## src/rtl/cpu8_pkg.sv

```systemverilog
// shared types, opcode classes and decode function for the 8-bit cpu execute unit
`default_nettype none
package cpu8_pkg;

  localparam int unsigned QueueDepth = 2;

  localparam logic [7:0] FlagC = 8'h01;
  localparam logic [7:0] FlagZ = 8'h02;
  localparam logic [7:0] FlagI = 8'h04;
  localparam logic [7:0] FlagD = 8'h08;
  localparam logic [7:0] FlagB = 8'h10;
  localparam logic [7:0] FlagU = 8'h20;
  localparam logic [7:0] FlagV = 8'h40;
  localparam logic [7:0] FlagN = 8'h80;

  localparam logic [1:0] ErrOk = 2'd0;
  localparam logic [1:0] ErrUndef = 2'd1;
  localparam logic [1:0] ErrDecimal = 2'd2;
  localparam logic [1:0] ErrControl = 2'd3;

  typedef struct packed {
    logic [7:0] opcode;
    logic [7:0] operand;
  } in_item_t;

  typedef struct packed {
    logic [7:0] write_data;
    logic       write_valid;
    logic [7:0] stack_index;
    logic       branch_taken;
    logic [7:0] acc_out;
    logic [7:0] x_out;
    logic [7:0] y_out;
    logic [7:0] flags_out;
    logic [1:0] error_code;
  } out_item_t;

  typedef enum logic [4:0] {
    OP_NOP, OP_ORA, OP_AND, OP_EOR, OP_ADC, OP_SBC, OP_CMP, OP_CPX, OP_CPY,
    OP_BIT, OP_LDA, OP_LDX, OP_LDY, OP_STA, OP_STX, OP_STY, OP_SHA, OP_SHM,
    OP_INC, OP_DEC, OP_INX, OP_INY, OP_DEX, OP_DEY, OP_TAX, OP_TAY, OP_TXA,
    OP_TYA, OP_TSX, OP_TXS, OP_FLAG, OP_STACK
  } op_class_t;

  // decoded transaction handed from front to back
  typedef struct packed {
    op_class_t  cls;
    logic [7:0] opcode;
    logic [7:0] operand;
    logic       branch;
    logic [1:0] err;
  } dec_item_t;

  function automatic dec_item_t decode(input in_item_t it);
    dec_item_t d;
    d.opcode = it.opcode;
    d.operand = it.operand;
    d.branch = 1'b0;
    d.err = ErrOk;
    d.cls = OP_NOP;
    case (it.opcode)
      8'h01, 8'h05, 8'h09, 8'h0D, 8'h11, 8'h15, 8'h19, 8'h1D: d.cls = OP_ORA;
      8'h21, 8'h25, 8'h29, 8'h2D, 8'h31, 8'h35, 8'h39, 8'h3D: d.cls = OP_AND;
      8'h41, 8'h45, 8'h49, 8'h4D, 8'h51, 8'h55, 8'h59, 8'h5D: d.cls = OP_EOR;
      8'h61, 8'h65, 8'h69, 8'h6D, 8'h71, 8'h75, 8'h79, 8'h7D: d.cls = OP_ADC;
      8'hE1, 8'hE5, 8'hE9, 8'hED, 8'hF1, 8'hF5, 8'hF9, 8'hFD: d.cls = OP_SBC;
      8'hC1, 8'hC5, 8'hC9, 8'hCD, 8'hD1, 8'hD5, 8'hD9, 8'hDD: d.cls = OP_CMP;
      8'hE0, 8'hE4, 8'hEC: d.cls = OP_CPX;
      8'hC0, 8'hC4, 8'hCC: d.cls = OP_CPY;
      8'h24, 8'h2C: d.cls = OP_BIT;
      8'hA1, 8'hA5, 8'hA9, 8'hAD, 8'hB1, 8'hB5, 8'hB9, 8'hBD: d.cls = OP_LDA;
      8'hA2, 8'hA6, 8'hAE, 8'hB6, 8'hBE: d.cls = OP_LDX;
      8'hA0, 8'hA4, 8'hAC, 8'hB4, 8'hBC: d.cls = OP_LDY;
      8'h81, 8'h85, 8'h8D, 8'h91, 8'h95, 8'h99, 8'h9D: d.cls = OP_STA;
      8'h86, 8'h8E, 8'h96: d.cls = OP_STX;
      8'h84, 8'h8C, 8'h94: d.cls = OP_STY;
      8'h0A, 8'h2A, 8'h4A, 8'h6A: d.cls = OP_SHA;
      8'h06, 8'h0E, 8'h16, 8'h1E, 8'h26, 8'h2E, 8'h36, 8'h3E,
      8'h46, 8'h4E, 8'h56, 8'h5E, 8'h66, 8'h6E, 8'h76, 8'h7E: d.cls = OP_SHM;
      8'hE6, 8'hEE, 8'hF6, 8'hFE: d.cls = OP_INC;
      8'hC6, 8'hCE, 8'hD6, 8'hDE: d.cls = OP_DEC;
      8'hE8: d.cls = OP_INX;
      8'hC8: d.cls = OP_INY;
      8'hCA: d.cls = OP_DEX;
      8'h88: d.cls = OP_DEY;
      8'hAA: d.cls = OP_TAX;
      8'hA8: d.cls = OP_TAY;
      8'h8A: d.cls = OP_TXA;
      8'h98: d.cls = OP_TYA;
      8'hBA: d.cls = OP_TSX;
      8'h9A: d.cls = OP_TXS;
      8'h18, 8'h38, 8'h58, 8'h78, 8'hB8, 8'hD8, 8'hF8: d.cls = OP_FLAG;
      8'h48, 8'h08, 8'h68, 8'h28: d.cls = OP_STACK;
      8'h10, 8'h30, 8'h50, 8'h70, 8'h90, 8'hB0, 8'hD0, 8'hF0: d.branch = 1'b1;
      8'hEA: d.cls = OP_NOP;
      8'h00, 8'h20, 8'h40, 8'h4C, 8'h60, 8'h6C, 8'hEF: d.err = ErrControl;
      default: d.err = ErrUndef;
    endcase
    return d;
  endfunction

endpackage
`default_nettype wire

```

## src/rtl/cpu8_front.sv

```systemverilog
// front end: accepts transactions, decodes them and fills the decoupling queue
`default_nettype none
module cpu8_front #(
  parameter int unsigned Depth = cpu8_pkg::QueueDepth
) (
  input  wire                   clk,
  input  wire                   rst,
  input  cpu8_pkg::in_item_t    in_data,
  input  wire                   in_valid,
  output logic                  in_ready,
  output cpu8_pkg::dec_item_t   q_data,
  output logic                  q_valid,
  input  wire                   q_ready
);
  import cpu8_pkg::*;

  localparam int unsigned PtrW = (Depth > 1) ? $clog2(Depth) : 1;
  localparam int unsigned CntW = $clog2(Depth + 1);

  dec_item_t       slots [Depth];
  logic [PtrW-1:0] wr_ptr;
  logic [PtrW-1:0] rd_ptr;
  logic [CntW-1:0] count;
  logic            push;
  logic            pop;

  assign in_ready = (count != CntW'(Depth));
  assign q_valid  = (count != '0);
  assign q_data   = slots[rd_ptr];
  assign push     = in_valid && in_ready;
  assign pop      = q_valid && q_ready;

  // queue storage
  always_ff @(posedge clk) begin
    if (push) begin
      slots[wr_ptr] <= decode(in_data);
    end
  end

  // queue pointers
  always_ff @(posedge clk) begin
    if (rst) begin
      wr_ptr <= '0;
      rd_ptr <= '0;
      count  <= '0;
    end else begin
      if (push) begin
        wr_ptr <= (wr_ptr == PtrW'(Depth - 1)) ? '0 : wr_ptr + 1'b1;
      end
      if (pop) begin
        rd_ptr <= (rd_ptr == PtrW'(Depth - 1)) ? '0 : rd_ptr + 1'b1;
      end
      if (push && !pop) begin
        count <= count + 1'b1;
      end else if (pop && !push) begin
        count <= count - 1'b1;
      end
    end
  end

endmodule
`default_nettype wire

```

## src/rtl/cpu8_back.sv

```systemverilog
// back end: register file, alu execution and output register
`default_nettype none
module cpu8_back (
  input  wire                   clk,
  input  wire                   rst,
  input  cpu8_pkg::dec_item_t   q_data,
  input  wire                   q_valid,
  output logic                  q_ready,
  output cpu8_pkg::out_item_t   out_data,
  output logic                  out_valid,
  input  wire                   out_ready
);
  import cpu8_pkg::*;

  logic [7:0] acc, idx_x, idx_y, sp, flags;
  logic [7:0] acc_next, x_next, y_next, sp_next, flags_next;
  out_item_t  res;
  logic       fire;

  assign q_ready = !out_valid || out_ready;
  assign fire    = q_valid && q_ready;

  // execute one decoded transaction
  always_comb begin
    logic [7:0] v, r, sr, d;
    logic [8:0] sum;
    logic       cin;
    logic       setnz;
    logic [7:0] nzv;
    v = q_data.operand;
    sr = flags;
    cin = sr[0];
    acc_next = acc;
    x_next = idx_x;
    y_next = idx_y;
    sp_next = sp;
    flags_next = flags;
    setnz = 1'b0;
    nzv = 8'h00;
    r = 8'h00;
    sum = 9'h000;
    d = 8'h00;
    res = '0;
    res.error_code = q_data.err;
    case (q_data.cls)
      OP_ORA: begin acc_next = acc | v; nzv = acc_next; setnz = 1'b1; end
      OP_AND: begin acc_next = acc & v; nzv = acc_next; setnz = 1'b1; end
      OP_EOR: begin acc_next = acc ^ v; nzv = acc_next; setnz = 1'b1; end
      OP_ADC, OP_SBC: begin
        if (sr[3]) begin
          res.error_code = ErrDecimal;
        end else begin
          d = (q_data.cls == OP_SBC) ? ~v : v;
          sum = {1'b0, acc} + {1'b0, d} + {8'h00, cin};
          r = sum[7:0];
          acc_next = r;
          flags_next[6] = ~(acc[7] ^ d[7]) & (acc[7] ^ r[7]);
          flags_next[0] = sum[8];
          nzv = r;
          setnz = 1'b1;
        end
      end
      OP_CMP, OP_CPX, OP_CPY: begin
        d = (q_data.cls == OP_CMP) ? acc : (q_data.cls == OP_CPX) ? idx_x : idx_y;
        sum = {1'b0, d} - {1'b0, v};
        flags_next[0] = !sum[8];
        nzv = sum[7:0];
        setnz = 1'b1;
      end
      OP_BIT: begin
        flags_next[7] = v[7];
        flags_next[6] = v[6];
        flags_next[1] = ((acc & v) == 8'h00);
      end
      OP_LDA: begin acc_next = v; nzv = v; setnz = 1'b1; end
      OP_LDX: begin x_next = v; nzv = v; setnz = 1'b1; end
      OP_LDY: begin y_next = v; nzv = v; setnz = 1'b1; end
      OP_STA: begin res.write_data = acc; res.write_valid = 1'b1; end
      OP_STX: begin res.write_data = idx_x; res.write_valid = 1'b1; end
      OP_STY: begin res.write_data = idx_y; res.write_valid = 1'b1; end
      OP_SHA, OP_SHM: begin
        d = (q_data.cls == OP_SHA) ? acc : v;
        case (q_data.opcode[6:5])
          2'd0: begin r = {d[6:0], 1'b0}; flags_next[0] = d[7]; end
          2'd1: begin r = {d[6:0], cin}; flags_next[0] = d[7]; end
          2'd2: begin r = {1'b0, d[7:1]}; flags_next[0] = d[0]; end
          default: begin r = {cin, d[7:1]}; flags_next[0] = d[0]; end
        endcase
        nzv = r;
        setnz = 1'b1;
        if (q_data.cls == OP_SHA) begin
          acc_next = r;
        end else begin
          res.write_data = r;
          res.write_valid = 1'b1;
        end
      end
      OP_INC: begin
        r = v + 8'd1; res.write_data = r; res.write_valid = 1'b1; nzv = r; setnz = 1'b1;
      end
      OP_DEC: begin
        r = v - 8'd1; res.write_data = r; res.write_valid = 1'b1; nzv = r; setnz = 1'b1;
      end
      OP_INX: begin x_next = idx_x + 8'd1; nzv = x_next; setnz = 1'b1; end
      OP_INY: begin y_next = idx_y + 8'd1; nzv = y_next; setnz = 1'b1; end
      OP_DEX: begin x_next = idx_x - 8'd1; nzv = x_next; setnz = 1'b1; end
      OP_DEY: begin y_next = idx_y - 8'd1; nzv = y_next; setnz = 1'b1; end
      OP_TAX: begin x_next = acc; nzv = acc; setnz = 1'b1; end
      OP_TAY: begin y_next = acc; nzv = acc; setnz = 1'b1; end
      OP_TXA: begin acc_next = idx_x; nzv = idx_x; setnz = 1'b1; end
      OP_TYA: begin acc_next = idx_y; nzv = idx_y; setnz = 1'b1; end
      OP_TSX: begin x_next = sp; nzv = sp; setnz = 1'b1; end
      OP_TXS: sp_next = idx_x;
      OP_FLAG: begin
        case (q_data.opcode[7:5])
          3'd0: flags_next[0] = 1'b0;
          3'd1: flags_next[0] = 1'b1;
          3'd2: flags_next[2] = 1'b0;
          3'd3: flags_next[2] = 1'b1;
          3'd5: flags_next[6] = 1'b0;
          3'd6: flags_next[3] = 1'b0;
          default: flags_next[3] = 1'b1;
        endcase
      end
      OP_STACK: begin
        if (!q_data.opcode[5]) begin
          // push accumulator or status
          res.write_data = q_data.opcode[6] ? acc : (sr | FlagB | FlagU);
          res.write_valid = 1'b1;
          res.stack_index = sp;
          sp_next = sp - 8'd1;
        end else begin
          // pull accumulator or status
          sp_next = sp + 8'd1;
          res.stack_index = sp_next;
          if (q_data.opcode[6]) begin
            acc_next = v; nzv = v; setnz = 1'b1;
          end else begin
            flags_next = v & ~(FlagB | FlagU);
          end
        end
      end
      default: ;
    endcase
    if (setnz) begin
      flags_next[7] = nzv[7];
      flags_next[1] = (nzv == 8'h00);
    end
    // branch condition from opcode bits 7:6 (flag) and bit 5 (polarity)
    if (q_data.branch) begin
      case (q_data.opcode[7:6])
        2'd0: res.branch_taken = (sr[7] == q_data.opcode[5]);
        2'd1: res.branch_taken = (sr[6] == q_data.opcode[5]);
        2'd2: res.branch_taken = (sr[0] == q_data.opcode[5]);
        default: res.branch_taken = (sr[1] == q_data.opcode[5]);
      endcase
    end
    res.acc_out = acc_next;
    res.x_out = x_next;
    res.y_out = y_next;
    res.flags_out = flags_next;
  end

  // architectural registers
  always_ff @(posedge clk) begin
    if (rst) begin
      acc <= 8'h00;
      idx_x <= 8'h00;
      idx_y <= 8'h00;
      sp <= 8'hFF;
      flags <= 8'h00;
    end else if (fire) begin
      acc <= acc_next;
      idx_x <= x_next;
      idx_y <= y_next;
      sp <= sp_next;
      flags <= flags_next;
    end
  end

  // output register
  always_ff @(posedge clk) begin
    if (rst) begin
      out_valid <= 1'b0;
    end else if (fire) begin
      out_valid <= 1'b1;
    end else if (out_ready) begin
      out_valid <= 1'b0;
    end
  end

  always_ff @(posedge clk) begin
    if (fire) begin
      out_data <= res;
    end
  end

endmodule
`default_nettype wire

```

## src/rtl/cpu8_register_alu_execute.sv

```systemverilog
// top level of the 8-bit cpu register and alu execute unit
`default_nettype none
// Executes one resolved instruction (opcode plus operand) per clock cycle at
// full throughput unless out_ready stalls it: a decode front end feeds a small
// queue (QueueDepth entries), the back end executes one entry per cycle into
// an output register; each item is registered in a queue slot, then in the
// output register. The back end holds A, X, Y, SP and the status byte; reset gives SP 0xFF, others 0.
module cpu8_register_alu_execute #(
  parameter int unsigned QueueDepth = cpu8_pkg::QueueDepth
) (
  input  wire                  clk,
  input  wire                  rst,
  input  cpu8_pkg::in_item_t   in_data,
  input  wire                  in_valid,
  output logic                 in_ready,
  output cpu8_pkg::out_item_t  out_data,
  output logic                 out_valid,
  input  wire                  out_ready
);
  import cpu8_pkg::*;

  dec_item_t q_data;
  logic      q_valid;
  logic      q_ready;

  cpu8_front #(.Depth(QueueDepth)) u_front (
    .clk(clk), .rst(rst),
    .in_data(in_data), .in_valid(in_valid), .in_ready(in_ready),
    .q_data(q_data), .q_valid(q_valid), .q_ready(q_ready)
  );

  cpu8_back u_back (
    .clk(clk), .rst(rst),
    .q_data(q_data), .q_valid(q_valid), .q_ready(q_ready),
    .out_data(out_data), .out_valid(out_valid), .out_ready(out_ready)
  );

endmodule
`default_nettype wire
```

## config.mk

```make
export PLATFORM = sky130hd
export DESIGN_NAME = cpu8_register_alu_execute
export DESIGN_NICKNAME = d
export VERILOG_FILES = /design/src/rtl/cpu8_pkg.sv /design/src/rtl/cpu8_front.sv /design/src/rtl/cpu8_back.sv /design/src/rtl/cpu8_register_alu_execute.sv
export SDC_FILE = /design/constraint.sdc
export NUM_CORES = 1
export LEC_CHECK = 0
export ABC_AREA = 0
export BUFFER_PORTS_ARGS = -buffer_cell sky130_fd_sc_hd__buf_2
export CAP_MARGIN = 20
export CORE_AREA = 4 4 151 153
export DETAILED_ROUTE_END_ITERATION = 8
export DIE_AREA = 0 0 155 157
export GPL_ROUTABILITY_DRIVEN = 1
export GPL_TIMING_DRIVEN = 1
export HOLD_SLACK_MARGIN = 0.08
export PLACE_DENSITY_LB_ADDON = 0.05
export SYNTH_ARGS = -nofsm -noshare
export SYNTH_HDL_FRONTEND = slang
export SYNTH_SLANG_ARGS = --single-unit
```

## constraint.sdc

```tcl
create_clock -name clk -period 5.2 [get_ports clk]
set_input_delay 0 -clock clk [delete_from_list [all_inputs] [get_ports clk]]
set_output_delay 0 -clock clk [all_outputs]
set_load 0.01 [all_outputs]
```

After elaboration in Yosys (flattened, before gate mapping)

Memory sizes are Yosys's and may differ from the RTL's. A register that Yosys moved wholly into a read port is not among the register bits.
Cells that the tools add are included.

Register bits after elaboration: 97
Memory bits (writable): 48
Input port bits: 20
Output and inout port bits: 54
Logic and storage cells: 353
Memories: 1

Add/subtract/negate cells: 15
Eq/ne operators: 196
Multiplexer cells: 63
Bitwise logic cells: 8
Reduce and logical (&&, ||, !) cells: 52

Memories:

| memory        | depth | bits a word | read ports | clocked after Yosys merged registers in | wr ports | RTL line         | text |
|---|---|---|---|---|---|---|---|
| u_front.slots | 2     | 24          | 1          | 1                                       | 1        | cpu8_front.sv:20 | `dec_item_t slots [Depth];` |

Operator list:

| cell                  | number |
|---|---|
| $eq A8 B8 Y1 const B  | 80 |
| $eq A8 B7 Y1 const B  | 36 |
| $pmux W5 S31          | 1 |
| $eq A8 B6 Y1 const B  | 19 |
| $reduce_or A145 Y1    | 1 |
| $pmux W8 S18          | 1 |
| $mux W8               | 16 |
| $eq A5 B5 Y1 const B  | 16 |
| $pmux W8 S9           | 1 |
| $eq A8 B5 Y1 const B  | 8 |
| $reduce_or A8 Y1      | 8 |
| $pmux W9 S7           | 1 |
| $eq A5 B4 Y1 const B  | 8 |
| $eq A8 B4 Y1 const B  | 5 |
| $pmux W8 S5           | 1 |
| $add A8 B1 Y8 const B | 4 |
| $pmux W8 S4           | 1 |
| $sub A8 B1 Y8 const B | 4 |
| $logic_not A8 Y1      | 3 |
| $pmux W8 S3           | 1 |
| $reduce_or A22 Y1     | 1 |
| $reduce_or A7 Y1      | 3 |
| $eq A5 B3 Y1 const B  | 4 |
| $mux W1               | 19 |
| other kinds (45)      | 92 |

Logic depth before layout (Yosys ltp)

Word-level depth: 8
Gate-level depth with buffers: 19

Cells and area by module

From an unflattened synthesis, not the netlist that was laid out.

Cell total of the unflattened synthesis: 1227
Area, all modules: 10749.1 sq um

By module, submodules not included:

| module     | times used | cells each | area an instance (sq um) |
|---|---|---|---|
| cpu8_back  | 1          | 991        | 7956.4 |
| cpu8_front | 1          | 236        | 2792.7 |

Worst setup path before layout

OpenSTA, ideal clock, no wires.

Path type: reg-to-reg
From: register with a tool-made name
To: register u_back.out_data[3] (netlist name)
Library setup time: 0.160 ns
Arrival: 4.692 ns
Required time: 5.040 ns
Setup slack: 0.349 ns
Cell stages (with the launch flop): 18
Buffers on the path: 3
Path through: dfxtp_1 > buf_6 > buf_8 > buf_2 > or4b_2 > nand2_1 > o21ai_1 > xnor2_1 > fa_1 > fa_1 > a211oi_1 > o21bai_1 > a21oi_1 > xnor2_1 > a211oi_1 > o2111ai_1 > or4_1 > nor3b_1

==> flow_summary.toml <==
[status]
status = "finished with violations"
failed_checks = "design-rule violations"

[worst_setup_path]
critical_path_class = "flop to flop"
worstPathMaxFanout = 11
r2r_start = "u_front.slots[0][22]"
startpoint_type = "flop"
rr_worst_depth = 14
critPathRequiredTime_ns = 5.48
r2r-end = "u_back.out_data[3]"
cp-end-kind = "flop"
worst-endpoint-arrival_ns = 5.21
reg2reg_setup_slack_ns = 0.27

[detailed_routing]
drc = 7
drt_iter0_drc = 1666
final_antenna_net_count = 0
wirelength_um = 41500
dr.pass1.iters = 9
vias = 11000
wl_per_cell_um = 25.8
vias_per_cell = 6.87

[pwr]
p_total_mw = 6.83
p_per_area_mw_per_mm2 = 576
p_leak_nw = 4.37
vdd_drop_max_v = 0.000348

[finish]
final_common_cell = "nand2_1"
register_area_sq_mm = 0.00362
fin_nets = 1378
areaGrowthSynthToFinish_pct = 11.4
multi_input_area_sq_mm = 0.00644
mostFrequentLayoutCells = "148 x nand2_1, 126 x nor2_1, 105 x a21oi_1"
drive_above_1_share_pct = 13.7
utilization_pct = 55.1
final.fill_count = 2023
num_antenna_cells = 0

[synthesis]
synth_cell_type_count = 95
synth_edf_count = 90
post_synth_main_area_contributors = "edfxtp_1 25%, dfxtp_1 8.6%, nand2_1 5.2%"
yosys_warnings = 0
ys_seq_area_share_pct = 34.0
syn_area_sq_mm = 0.0107
synth_ff_type = "edfxtp_1"
yosys.area.top_type = "edfxtp_1"
postSynthAreaPerCell_sq_um = 8.32
yosysTopAreaCellShare_pct = 25.4
async_flop_share_pct = 0
syn_nets = 1345
synth_cells = 1280
ys_ff_latch = 136

[place]
hpwlAfterDp_um = 30000
port_buffers = 73
gp_congestion = 1.07

[floorplanning]
placementRows = 54
die_h_um = 157
ios = 74
dieArea_sq_mm = 0.0243
die_x_um = 155
coreArea_sq_mm = 0.0216
initial_core_util_pct = 49.4

[clock_network]
clk_pin_slew_ns = 0.07
cts_made_buffers = 17
cts_sinks = 136
ctsLongestPathBuffers = 2
worstSkewPairLatency_ns = 0.44
cts_tree = "yes"
cts_max_level = 4
cts_root_buffer = "clkbuf_16"

[min_path]
holdPathStages = 3
min_path_type = "input pin to flop"
hp-start = "rst"
hold_path_end = "u_back.idx_x[0]"

[grt]
antenna_found_initial = 1
grt_overflow = 0
grt_max_degree = 64
grt_pass1_vias = 10100
grt_first_pass_wirelength_um = 61700
grt_use_total_pct = 33.4

[sta]
hold_viol = 0
worst_pin_slew_ns = 1.22
rsz0062_at_grt = "false"
finalSetupViolCount = 0
fin_crit_ns = 4.93
clock-skew-final_ns = 0.0140
finalCritPeriodShare_pct = 94.8
finalSetupTns_ns = 0
clock.fmax_ghz = 0.203
relSlewSlack_pct = 18.2
slew_violations = 0

[run]
cap_violations = 0
## report_power, final
group          switching (mW)  internal, mW  leakage, nW
Clock                   0.577         0.639        0.282
Sequential              0.346          1.61         1.25
Combinational            2.40          1.27         2.84
Total                    3.32          3.51         4.37
## cell families after synthesis
group	share of synthesized area, %
compound gates	25.1
xor+xnor	3.78
fa+ha+maj	5.50
buf+inv	5.66
flops	34.0
mux	2.83
simple gates	23.1
## critical path, stage by stage, from the launching register on
cell and delay [ns]:
edfxtp_1 0.51, or4b_2 0.72, nand2_1 0.19, o21ai_1 0.15
xnor2_1 0.18, fa_1 0.48, fa_1 0.50, a21o_1 0.19
a211o_1 0.29, nand3b_1 0.08, nand4_1 0.14, nor4_1 0.45
nand4_1 0.14, or4_1 0.57, nor3b_1 0.20
## layout make-up
type | count | area share [%]
multi-input cells | 1002 | 54.2
flip-flops and latches | 136 | 30.5
repair buffers | 114 | 5.99
clock buffers | 17 | 3.58
well taps | 280 | 2.95
inverters | 42 | 1.40
clock inverters | 15 | 1.29
## stage by stage
stage          cell area [sq um]  setup WS [ns]  hold WS, ns  std cells
3_5_place_dp               11100          0.419        0.191       1559
4_1_cts                    11900          0.371        0.118       1606
2_1_floorplan              10700          0.349       0.0989       1280
3_3_place_gp               11100          0.492        0.187       1559
6_report                   11900          0.269        0.118       1606
5_1_grt                    11900         0.0397        0.155       1606
## routing by layer
metal  vias to the layer above  track usage, %  routed length, um
li1                       4910               -                  -
met5                         -               0                 14
met2                       768            51.5              17900
met1                      5161            45.3              16800
met4                         2            14.3               2130
met3                       187            7.45               4680
## sequential cells by signal (all words and copies together), names as in the netlist, named ones only
register,cells
u_back.out_data,52
u_front.slots,38
u_back.acc,8
u_back.flags,8
u_back.idx_x,8
u_back.idx_y,8
u_back.sp,8
u_front.count,2
u_back.out_valid,1
u_front.rd_ptr,1
u_front.wr_ptr,1
## how the worst max path moves through the flow
| stage | start | end | slack, ns | cells after the start |
|---|---|---|---|---|
| after floorplan | flop | u_back.out_data[3] | 0.35 | 17 |
| after global placement | u_front.slots[0][22] | u_back.out_data[3] | 0.49 | 14 |
| after detailed placement | u_front.slots[0][22] | u_back.out_data[3] | 0.42 | 14 |
| after CTS | u_front.slots[0][22] | u_back.out_data[3] | 0.37 | 14 |
| after global routing | u_front.slots[0][22] | u_back.out_data[3] | 0.04 | 14 |
| final | u_front.slots[0][22] | u_back.out_data[3] | 0.27 | 14 |
## Yosys cell counts, drive strengths merged (29+ instances only)
cell type and instances:
a21oi 105, a22oi 29, clkbuf 75, dfxtp 46, edfxtp 90, ha 42, inv 39, nand2 148
nand3 37, nand4 29, nor2 127, o21ai 59, xnor2 33
## what timing repair did
item	CTS	global route
endpoints found under the hold margin	26	0
endpoints found under the setup margin	0	1
hold buffers	15	0
buffers inserted	0	0
gates resized for setup	0	1
Note: power is estimated with default switching activity, not from simulation.
